==> src/hw/rtl/ppee_pkg.sv <==
// ----------------------------------------------------------------------------
// ppee_pkg
// Shared types, constants and command codes for the pulse power estimator.
// ----------------------------------------------------------------------------
`default_nettype none

package ppee_pkg;

	localparam int PPEE_PULSE_COUNT_BITS = 16;

	// configuration register indexes
	localparam int CFG_IDX_W = 3;
	localparam logic [CFG_IDX_W-1:0] CFG_METER_RATE = 3'd0;
	localparam logic [CFG_IDX_W-1:0] CFG_WATTS_LOW  = 3'd1;
	localparam logic [CFG_IDX_W-1:0] CFG_WATTS_HIGH = 3'd2;
	localparam logic [CFG_IDX_W-1:0] CFG_ALPHA_MIN  = 3'd3;
	localparam logic [CFG_IDX_W-1:0] CFG_ALPHA_MAX  = 3'd4;
	localparam int CFG_DATA_W = 24;

	localparam logic [15:0] RST_METER_RATE = 16'd1000;
	localparam logic [23:0] RST_WATTS_LOW  = 24'd100;
	localparam logic [23:0] RST_WATTS_HIGH = 24'd3000;
	localparam logic [16:0] RST_ALPHA_MIN  = 17'd6554;
	localparam logic [16:0] RST_ALPHA_MAX  = 17'd32768;

	localparam logic [31:0] MIN_GAP_MS    = 32'd1000;
	localparam logic [31:0] MS_WH_PER_KWH = 32'd3600000000;
	localparam logic [16:0] ALPHA_ONE     = 17'd65536;

	// request types
	localparam logic REQ_PULSE = 1'b0;
	localparam logic REQ_TIME  = 1'b1;

	// datapath commands
	localparam int OP_W = 4;
	localparam logic [OP_W-1:0] OP_NONE       = 4'd0;
	localparam logic [OP_W-1:0] OP_ACCEPT     = 4'd1;
	localparam logic [OP_W-1:0] OP_MUL_NUM    = 4'd2;
	localparam logic [OP_W-1:0] OP_MUL_DEN    = 4'd3;
	localparam logic [OP_W-1:0] OP_DIVI_INIT  = 4'd4;
	localparam logic [OP_W-1:0] OP_DIV_STEP   = 4'd5;
	localparam logic [OP_W-1:0] OP_INST_DONE  = 4'd6;
	localparam logic [OP_W-1:0] OP_ALPHA_PREP = 4'd7;
	localparam logic [OP_W-1:0] OP_ALPHA_MUL  = 4'd8;
	localparam logic [OP_W-1:0] OP_DIVA_INIT  = 4'd9;
	localparam logic [OP_W-1:0] OP_ALPHA_DONE = 4'd10;
	localparam logic [OP_W-1:0] OP_EMA_MUL    = 4'd11;
	localparam logic [OP_W-1:0] OP_EMA_DONE   = 4'd12;

	typedef struct packed {
		logic        req_type;
		logic [31:0] now_ms;
	} in_item_t;

	typedef struct packed {
		logic [31:0] power_q8;
		logic [16:0] alpha_q16;
		logic [15:0] window_ms;
		logic        window_closed;
	} out_item_t;

	typedef struct packed {
		logic [OP_W-1:0] op;
	} ppee_cmd_t;

	typedef struct packed {
		logic close_req;  // presented item will close a window
		logic out_free;   // output register can take an item this cycle
	} ppee_status_t;

	// next window length from the pulse count of the closing window
	function automatic logic [15:0] next_window(input logic [31:0] n);
		logic [15:0] w;
		if (n == 32'd0)       w = 16'd40000;
		else if (n <= 32'd2)  w = 16'd25000;
		else if (n <= 32'd6)  w = 16'd15000;
		else if (n <= 32'd12) w = 16'd8000;
		else                  w = 16'd5000;
		return w;
	endfunction

	function automatic logic [16:0] clamp_alpha(input logic [16:0] a);
		return (a > ALPHA_ONE) ? ALPHA_ONE : a;
	endfunction

endpackage

`default_nettype wire

==> src/hw/rtl/pulse_power_ema_estimator_top.sv <==
// ----------------------------------------------------------------------------
// pulse_power_ema_estimator_top
// Pulse-counting power estimator with adaptive exponential smoothing.
// ----------------------------------------------------------------------------
// Pulse items and time items that do not close a window: result in the next cycle.
// A window close runs after accept as two 32-step restoring divisions
// (instant power, alpha interpolation) on one shared divider plus multiply steps.
// One item in flight at a time; a new item is taken once the output register is free.
// Reset: asynchronous, clears window state, power and alpha; config to defaults.
`default_nettype none

module pulse_power_ema_estimator_top
	import ppee_pkg::*;
#(
	parameter int PULSE_COUNT_BITS = PPEE_PULSE_COUNT_BITS
) (
	input  wire logic                  clk,
	input  wire logic                  arst_n,
	input  wire logic                  cfg_we,
	input  wire logic [CFG_IDX_W-1:0]  cfg_index,
	input  wire logic [CFG_DATA_W-1:0] cfg_data,
	input  wire logic                  in_valid,
	output      logic                  in_stall,
	input  wire in_item_t              in_data,
	output      logic                  out_valid,
	input  wire logic                  out_stall,
	output      out_item_t             out_data
);

	ppee_cmd_t    cmd;
	ppee_status_t status;

	ppee_ctrl u_ctrl (
		.clk      (clk),
		.arst_n   (arst_n),
		.in_valid (in_valid),
		.in_stall (in_stall),
		.status   (status),
		.cmd      (cmd)
	);

	ppee_dp #(
		.PULSE_COUNT_BITS (PULSE_COUNT_BITS)
	) u_dp (
		.clk       (clk),
		.arst_n    (arst_n),
		.cfg_we    (cfg_we),
		.cfg_index (cfg_index),
		.cfg_data  (cfg_data),
		.in_data   (in_data),
		.cmd       (cmd),
		.status    (status),
		.out_valid (out_valid),
		.out_stall (out_stall),
		.out_data  (out_data)
	);

endmodule

`default_nettype wire

==> src/hw/rtl/ppee_ctrl.sv <==
// ----------------------------------------------------------------------------
// ppee_ctrl
// Sequencer: accepts items and steps the datapath through a window close.
// ----------------------------------------------------------------------------
`default_nettype none

module ppee_ctrl
	import ppee_pkg::*;
(
	input  wire logic         clk,
	input  wire logic         arst_n,
	input  wire logic         in_valid,
	output      logic         in_stall,
	input  wire ppee_status_t status,
	output      ppee_cmd_t    cmd
);

	localparam logic [3:0] S_IDLE       = 4'd0;
	localparam logic [3:0] S_MUL_NUM    = 4'd1;
	localparam logic [3:0] S_MUL_DEN    = 4'd2;
	localparam logic [3:0] S_DIVI_INIT  = 4'd3;
	localparam logic [3:0] S_DIV_I      = 4'd4;
	localparam logic [3:0] S_INST_DONE  = 4'd5;
	localparam logic [3:0] S_ALPHA_PREP = 4'd6;
	localparam logic [3:0] S_ALPHA_MUL  = 4'd7;
	localparam logic [3:0] S_DIVA_INIT  = 4'd8;
	localparam logic [3:0] S_DIV_A      = 4'd9;
	localparam logic [3:0] S_ALPHA_DONE = 4'd10;
	localparam logic [3:0] S_EMA_MUL    = 4'd11;
	localparam logic [3:0] S_EMA_DONE   = 4'd12;

	logic [3:0] state_q, state_d;
	logic [4:0] step_q;
	logic       accept;

	assign in_stall = !((state_q == S_IDLE) && status.out_free);
	assign accept   = in_valid && !in_stall;

	// next state and command
	always_comb begin
		state_d = state_q;
		cmd.op  = OP_NONE;
		case (state_q)
			S_IDLE: begin
				if (accept) begin
					cmd.op = OP_ACCEPT;
					if (status.close_req) state_d = S_MUL_NUM;
				end
			end
			S_MUL_NUM: begin
				cmd.op  = OP_MUL_NUM;
				state_d = S_MUL_DEN;
			end
			S_MUL_DEN: begin
				cmd.op  = OP_MUL_DEN;
				state_d = S_DIVI_INIT;
			end
			S_DIVI_INIT: begin
				cmd.op  = OP_DIVI_INIT;
				state_d = S_DIV_I;
			end
			S_DIV_I: begin
				cmd.op = OP_DIV_STEP;
				if (step_q == 5'd31) state_d = S_INST_DONE;
			end
			S_INST_DONE: begin
				cmd.op  = OP_INST_DONE;
				state_d = S_ALPHA_PREP;
			end
			S_ALPHA_PREP: begin
				cmd.op  = OP_ALPHA_PREP;
				state_d = S_ALPHA_MUL;
			end
			S_ALPHA_MUL: begin
				cmd.op  = OP_ALPHA_MUL;
				state_d = S_DIVA_INIT;
			end
			S_DIVA_INIT: begin
				cmd.op  = OP_DIVA_INIT;
				state_d = S_DIV_A;
			end
			S_DIV_A: begin
				cmd.op = OP_DIV_STEP;
				if (step_q == 5'd31) state_d = S_ALPHA_DONE;
			end
			S_ALPHA_DONE: begin
				cmd.op  = OP_ALPHA_DONE;
				state_d = S_EMA_MUL;
			end
			S_EMA_MUL: begin
				cmd.op  = OP_EMA_MUL;
				state_d = S_EMA_DONE;
			end
			S_EMA_DONE: begin
				// hold until the output register is free
				if (status.out_free) begin
					cmd.op  = OP_EMA_DONE;
					state_d = S_IDLE;
				end
			end
			default: state_d = S_IDLE;
		endcase
	end

	// state and division step counter
	always_ff @(posedge clk or negedge arst_n) begin
		if (!arst_n) begin
			state_q <= S_IDLE;
			step_q  <= 5'd0;
		end else begin
			state_q <= state_d;
			if (state_q inside {S_DIV_I, S_DIV_A}) step_q <= step_q + 5'd1;
			else                                   step_q <= 5'd0;
		end
	end

	a_step_idle: assert property (@(posedge clk) disable iff (!arst_n)
		(state_q == S_IDLE) |-> (step_q == 5'd0))
		else $error("step counter not clear in idle");

	a_div_len: assert property (@(posedge clk) disable iff (!arst_n)
		(state_q == S_INST_DONE) |-> ($past(step_q) == 5'd31))
		else $error("division did not run 32 steps");

	a_accept_idle: assert property (@(posedge clk) disable iff (!arst_n)
		(cmd.op == OP_ACCEPT) |=> (state_q == S_IDLE || state_q == S_MUL_NUM))
		else $error("accept left the sequencer in a bad state");

endmodule

`default_nettype wire

==> src/hw/rtl/ppee_dp.sv <==
// ----------------------------------------------------------------------------
// ppee_dp
// Datapath: config and window state, shared multiplier, restoring divider,
// alpha interpolation, EMA update and the output register.
// ----------------------------------------------------------------------------
`default_nettype none

module ppee_dp
	import ppee_pkg::*;
#(
	parameter int PULSE_COUNT_BITS = PPEE_PULSE_COUNT_BITS
) (
	input  wire logic                  clk,
	input  wire logic                  arst_n,
	input  wire logic                  cfg_we,
	input  wire logic [CFG_IDX_W-1:0]  cfg_index,
	input  wire logic [CFG_DATA_W-1:0] cfg_data,
	input  wire in_item_t              in_data,
	input  wire ppee_cmd_t             cmd,
	output      ppee_status_t          status,
	output      logic                  out_valid,
	input  wire logic                  out_stall,
	output      out_item_t             out_data
);

	// configuration
	logic [15:0] ppk_q;
	logic [23:0] wlow_q, whigh_q;
	logic [16:0] amin_q, amax_q;

	// window state
	logic [PULSE_COUNT_BITS-1:0] cnt_q;
	logic [31:0] start_q, last_q, power_q;
	logic [15:0] dur_q;
	logic [16:0] alpha_q;

	// work registers
	logic [31:0] now_q, elapsed_q, inst_q, off_q, span_q, pdiff_q;
	logic [63:0] num_q;
	logic [47:0] den_q, rem_q, dvs_q;
	logic [31:0] dvd_q;
	logic [16:0] adiff_q;
	logic        sat_q, le_q, ge_q, aup_q, pup_q;

	out_item_t out_q;
	logic      out_valid_q;

	// item decode
	logic [31:0] gap, elapsed;
	logic        acting, closing;
	assign gap     = in_data.now_ms - last_q;
	assign elapsed = in_data.now_ms - start_q;
	assign acting  = (in_data.req_type == REQ_TIME) && (gap >= MIN_GAP_MS);
	assign closing = acting && (elapsed >= {16'd0, dur_q});

	assign status.close_req = closing;
	assign status.out_free  = !out_valid_q || !out_stall;

	// shared 32x32 multiplier
	logic [31:0] mul_a, mul_b;
	logic [63:0] mul_p;
	always_comb begin
		mul_a = 32'd0;
		mul_b = 32'd0;
		case (cmd.op)
			OP_MUL_NUM: begin
				mul_a = 32'(cnt_q);
				mul_b = MS_WH_PER_KWH;
			end
			OP_MUL_DEN: begin
				mul_a = elapsed_q;
				mul_b = {16'd0, ppk_q};
			end
			OP_ALPHA_MUL: begin
				mul_a = off_q;
				mul_b = {15'd0, adiff_q};
			end
			OP_EMA_MUL: begin
				mul_a = pdiff_q;
				mul_b = {15'd0, alpha_q};
			end
			default: begin
				mul_a = 32'd0;
				mul_b = 32'd0;
			end
		endcase
	end
	assign mul_p = mul_a * mul_b;

	// one restoring division step
	logic [48:0] trial;
	logic        trial_ge;
	assign trial    = {rem_q, dvd_q[31]};
	assign trial_ge = trial >= {1'b0, dvs_q};

	// alpha thresholds and clamped alpha limits
	logic [31:0] lo32, hi32;
	logic [16:0] amin_c, amax_c;
	assign lo32   = {wlow_q, 8'd0};
	assign hi32   = {whigh_q, 8'd0};
	assign amin_c = clamp_alpha(amin_q);
	assign amax_c = clamp_alpha(amax_q);

	// alpha selection
	logic [16:0] alpha_new;
	always_comb begin
		if (le_q)       alpha_new = amin_c;
		else if (ge_q)  alpha_new = amax_c;
		else if (aup_q) alpha_new = amin_c + dvd_q[16:0];
		else            alpha_new = amin_c - dvd_q[16:0];
	end

	// EMA result and next window
	logic [31:0] ema_step, power_new;
	logic [15:0] dur_new;
	assign ema_step  = num_q[47:16];
	assign power_new = pup_q ? (power_q + ema_step) : (power_q - ema_step);
	assign dur_new   = next_window(32'(cnt_q));

	// config, window state and output register
	always_ff @(posedge clk or negedge arst_n) begin
		if (!arst_n) begin
			ppk_q       <= RST_METER_RATE;
			wlow_q      <= RST_WATTS_LOW;
			whigh_q     <= RST_WATTS_HIGH;
			amin_q      <= RST_ALPHA_MIN;
			amax_q      <= RST_ALPHA_MAX;
			cnt_q       <= '0;
			start_q     <= 32'd0;
			last_q      <= 32'd0;
			dur_q       <= 16'd0;
			power_q     <= 32'd0;
			alpha_q     <= 17'd0;
			out_valid_q <= 1'b0;
		end else begin
			if (cfg_we) begin
				case (cfg_index)
					CFG_METER_RATE: ppk_q   <= cfg_data[15:0];
					CFG_WATTS_LOW:  wlow_q  <= cfg_data;
					CFG_WATTS_HIGH: whigh_q <= cfg_data;
					CFG_ALPHA_MIN:  amin_q  <= cfg_data[16:0];
					CFG_ALPHA_MAX:  amax_q  <= cfg_data[16:0];
					default: ;
				endcase
			end
			// output valid: set by a new item, cleared when taken
			if ((cmd.op == OP_EMA_DONE) || ((cmd.op == OP_ACCEPT) && !closing))
				out_valid_q <= 1'b1;
			else if (!out_stall)
				out_valid_q <= 1'b0;
			case (cmd.op)
				OP_ACCEPT: begin
					if (in_data.req_type == REQ_PULSE) begin
						if (cnt_q != '1) cnt_q <= cnt_q + PULSE_COUNT_BITS'(1);
					end else if (acting) begin
						last_q <= in_data.now_ms;
					end
				end
				OP_ALPHA_DONE: alpha_q <= alpha_new;
				OP_EMA_DONE: begin
					power_q <= power_new;
					dur_q   <= dur_new;
					cnt_q   <= '0;
					start_q <= now_q;
				end
				default: ;
			endcase
		end
	end

	// output payload
	always_ff @(posedge clk) begin
		case (cmd.op)
			OP_ACCEPT: begin
				out_q.power_q8      <= power_q;
				out_q.alpha_q16     <= alpha_q;
				out_q.window_ms     <= dur_q;
				out_q.window_closed <= 1'b0;
			end
			OP_EMA_DONE: begin
				out_q.power_q8      <= power_new;
				out_q.alpha_q16     <= alpha_q;
				out_q.window_ms     <= dur_new;
				out_q.window_closed <= 1'b1;
			end
			default: ;
		endcase
	end

	// work registers
	always_ff @(posedge clk) begin
		case (cmd.op)
			OP_ACCEPT: begin
				now_q     <= in_data.now_ms;
				elapsed_q <= elapsed;
			end
			OP_MUL_NUM: num_q <= mul_p;
			OP_MUL_DEN: den_q <= mul_p[47:0];
			OP_DIVI_INIT: begin
				// quotient of (num << 8) / den; saturate when it needs over 32 bits
				rem_q <= 48'(num_q[63:24]);
				dvd_q <= {num_q[23:0], 8'd0};
				dvs_q <= den_q;
				sat_q <= (den_q == 48'd0) || ({8'd0, num_q[63:24]} >= den_q);
			end
			OP_DIV_STEP: begin
				rem_q <= trial_ge ? 48'(trial - {1'b0, dvs_q}) : trial[47:0];
				dvd_q <= {dvd_q[30:0], trial_ge};
			end
			OP_INST_DONE: inst_q <= sat_q ? 32'hFFFF_FFFF : dvd_q;
			OP_ALPHA_PREP: begin
				le_q    <= inst_q <= lo32;
				ge_q    <= inst_q >= hi32;
				off_q   <= inst_q - lo32;
				span_q  <= hi32 - lo32;
				aup_q   <= amax_c >= amin_c;
				adiff_q <= (amax_c >= amin_c) ? (amax_c - amin_c) : (amin_c - amax_c);
			end
			OP_ALPHA_MUL: num_q <= mul_p;
			OP_DIVA_INIT: begin
				rem_q <= {16'd0, num_q[63:32]};
				dvd_q <= num_q[31:0];
				dvs_q <= {16'd0, span_q};
				sat_q <= le_q || ge_q;
			end
			OP_ALPHA_DONE: begin
				pup_q   <= inst_q >= power_q;
				pdiff_q <= (inst_q >= power_q) ? (inst_q - power_q) : (power_q - inst_q);
			end
			OP_EMA_MUL: num_q <= mul_p;
			default: ;
		endcase
	end

	assign out_valid = out_valid_q;
	assign out_data  = out_q;

	a_alpha_range: assert property (@(posedge clk) disable iff (!arst_n)
		alpha_q <= ALPHA_ONE)
		else $error("alpha above one");

	a_div_rem: assert property (@(posedge clk) disable iff (!arst_n)
		(cmd.op == OP_DIV_STEP) |-> (sat_q || rem_q < dvs_q))
		else $error("divider remainder out of range");

	a_close: assert property (@(posedge clk) disable iff (!arst_n)
		(cmd.op == OP_EMA_DONE) |=> (cnt_q == '0 && out_valid_q && out_q.window_closed))
		else $error("window close did not restart window");

endmodule

`default_nettype wire
==> config.mk <==
export PLATFORM = sky130hd
export DESIGN_NAME = pulse_power_ema_estimator_top
export DESIGN_NICKNAME = d
export VERILOG_FILES = /design/src/hw/rtl/ppee_pkg.sv /design/src/hw/rtl/pulse_power_ema_estimator_top.sv /design/src/hw/rtl/ppee_ctrl.sv /design/src/hw/rtl/ppee_dp.sv
export SDC_FILE = /design/constraint.sdc
export NUM_CORES = 2
export LEC_CHECK = 0
export BUFFER_PORTS_ARGS = -buffer_cell sky130_fd_sc_hd__buf_2
export CORE_MARGIN = 2
export CORE_UTILIZATION = 60
export DETAILED_ROUTE_END_ITERATION = 16
export GPL_TIMING_DRIVEN = 0
export PLACE_DENSITY = 0.75
export SYNTH_ARGS = -nofsm -noshare
export SYNTH_HDL_FRONTEND = slang
export SYNTH_HIERARCHICAL = 1
export SYNTH_SLANG_ARGS = --single-unit
==> constraint.sdc <==
create_clock -name clk -period 15.29 [get_ports clk]
set_input_delay 3.058 -clock clk [delete_from_list [all_inputs] [get_ports clk]]
set_output_delay 3.058 -clock clk [all_outputs]
set_load 0.02 [all_outputs]
==> flow_metrics.tcl <==
set metrics [dict create \
    clkSlewWorstSetupHoldPaths_ns 0.06 \
    dominantRegCellSynth "edfxtp_1" \
    yosys-top-cells-area "edfxtp_1 21%, fa_1 19%, ha_1 13%, dfrtp_1 7.7%, inv_1 6.4%" \
    gr-total-overflow 0 \
    grt_use_total 0.397 \
    status "finished, violations left" \
    postCtsHoldBufs 0 \
    final_nets 9427 \
    synthCells 7582 \
    worst_slew_pin_slew_ns 1.51 \
    rsz0062_at_grt "no" \
    ys_types 88 \
    rows 127 \
    cap_violations 2 \
    critPathLaunchType "input pin" \
    post-cts-setup-buffer-count 0 \
    synth_top_area_cell "edfxtp_1" \
    grt_pass1_wl_mm 365 \
    nFillCells 9774 \
    grt_pass1_vias 57900 \
    ys.warnings.count 6 \
    insertion_delay_ns 0.71 \
    path_class "input pin to register" \
    synth-edff-count 506 \
    numCtsBuffers 81 \
    violations "max-capacitance violations, max-slew violations" \
    antenna_found_initial 20 \
    crit_slowest_cell "xnor2_1" \
    cts_tree "yes" \
    die_h_um 352 \
    synth-seq-cells 753 \
    routed_via_density 6.10 \
    fp.coreArea_um2 120000 \
    path_common_cell "fa_1" \
    setup_viol 0 \
    drive_gt1_frac 0.0650 \
    cts_buffer_depth 3 \
    h-tree-depth 3 \
    crit_fanout 10 \
    fin_crit_sh 0.961 \
    totalWireLength_mm 247 \
    wl_per_cell_um 25.7 \
    io_pins 133 \
    drt_iter0_drc 6627 \
    grt_max_degree 111 \
    ant_nets 0 \
    cts_resized 0 \
    crit_required_ns 15.63 \
    die_width_um 352 \
    drc_errors 0 \
    max_slew_margin -0.0123 \
    max_freq_mhz 68.1 \
    die_area_um2 124000 \
    synthesis.area_um2 72800 \
    io_buffers 127 \
    syn_area_per_cell_um2 9.61 \
    crit_path_end_kind "register" \
    hpwl_mm 203 \
    gp_congestion 1.04 \
    area_growth_pct 8.91 \
    cts.sinks 753 \
    worst_ep_arrival_time_ns 15.03 \
    root_buffer "clkbuf_16" \
    async_flop_share 0.328 \
    dr.pass1.iters 6 \
    initial_core_util 0.606 \
    final_cell_mix "1242 x inv_1, 760 x ha_1, 682 x fa_1" \
    synth-seq-area-share 0.294 \
    min-delay-path-class "register to register" \
    layout_commonest_cell "inv_1" \
    yosysTopAreaCellShare 0.209 \
    path_buf_inv 10 \
    hold_violations 0 \
    cpPeakStageDelay_ns 0.61 \
    fin_skew_ns 0.0721 \
    final_util 0.660 \
    cpLargestDelayFamily "adder cells" \
    period_minus_slack_ns 14.69 \
    vias 58600 \
    slew_viol_final 9 \
]
final cells by class:
type                       instances  area, um2  share of cell area
multi-input combinational       5417      46200               0.582
tap                             1612       2020              0.0254
timing repair buffer             155       1030              0.0130
clock inverter                    48        708             0.00893
clock buffer                     101       2230              0.0281
inverter                        1245       4670              0.0589
antenna                            9       22.5            0.000284
sequential                       753      21400               0.270
buffer                           267       1070              0.0135
per-stage QoR:
stage | cells | hold slack (ns) | setup WS, ns | area (um2) | setup TNS [ns]
6_report | 9607 | 0.454 | 0.598 | 79300 | 0
3_5_place_dp | 9446 | 0.436 | 0.134 | 76300 | 0
2_1_floorplan | 7682 | 0.415 | 1.80 | 73200 | 0
3_3_place_gp | 9421 | 0.422 | -1.42 | 75900 | -38.29
4_1_cts | 9595 | 0.453 | 0.800 | 79300 | 0
5_1_grt | 9601 | 0.469 | 0.291 | 79300 | 0
cell families (layout without fill, tap and decap cells):
family	after synthesis	count (layout)	synth area share
AND/OR/NAND/NOR	1939	1939	0.120
buffers and inverters	1512	1816	0.0788
AO/OA/AOI/OAI	1451	1451	0.126
adder cells (fa/ha/maj)	1442	1442	0.318
flip-flops	753	753	0.294
XOR/XNOR	326	326	0.0392
multiplexers	157	157	0.0246
other	2	111	0.000103
sequential cells by signal (all words and copies together), names as in the netlist, 24 cells and up:
register	flops
u_dp/wlow_q	24
u_dp/start_q	32
u_dp/out_data	60
u_dp/power_q	32
u_dp/rem_q	48
u_dp/dvs_q	48
u_dp/last_q	32
u_dp/elapsed_q	32
u_dp/span_q	24
u_dp/dvd_q	32
u_dp/num_q	64
u_dp/inst_q	32
u_dp/now_q	32
u_dp/off_q	32
u_dp/whigh_q	24
u_dp/pdiff_q	32
u_dp/den_q	48
synth_stat cells (all sizes together) (68+ instances only):
| cell type | instances |
|---|---|
| edfxtp | 506 |
| nand3 | 68 |
| mux2i | 69 |
| mux2 | 88 |
| ha | 760 |
| nor3 | 73 |
| nand2 | 653 |
| a22oi | 74 |
| dfrtp | 223 |
| xnor2 | 190 |
| xor2 | 136 |
| nor2 | 674 |
| inv | 1244 |
| fa | 682 |
| o21ai | 404 |
| a21oi | 380 |
| a21o | 200 |
| clkbuf | 232 |
| nand2b | 89 |
worst min-delay path: cells and delay by family (launching register included):
kind	cells	cell delay, ns
flops	1	0.33
simple gates	2	0.10
worst paths after layout:
| path | from | endpoint | slack (ns) | cells past startpoint |
|---|---|---|---|---|
| max | out_stall | u_dp/num_q[41]$_DFFE_PP_ | 0.60 | 41 |
| min | u_dp/now_q[0]$_DFFE_PP_ | u_dp/start_q[0]$_DFFE_PN0P_ | 0.45 | 2 |
| max reg2reg | u_ctrl/state_q[0]$_DFFE_PN0P_ | u_dp/num_q[41]$_DFFE_PP_ | 2.38 | 39 |
| min reg2reg | u_dp/now_q[0]$_DFFE_PP_ | u_dp/start_q[0]$_DFFE_PN0P_ | 0.45 | 2 |
| max in group asynchronous | arst_n | u_dp/cnt_q[1]$_DFFE_PN0P_ | 11.53 | 3 |
| min in group asynchronous | arst_n | u_dp/wlow_q[17]$_DFFE_PN0P_ | 2.26 | 1 |
per-layer routing:
| layer | part of all wire | GRT usage | routed length, um |
|---|---|---|---|
| met5 | 0.00032 | 0 | 80 |
| met2 | 0.44 | 0.601 | 108000 |
| met1 | 0.40 | 0.538 | 97900 |
| met4 | 0.067 | 0.223 | 16500 |
| met3 | 0.10 | 0.0792 | 24800 |
Power is not shown: default switching activity piles up to over one toggle a cycle in this logic, so the estimate is an artifact.
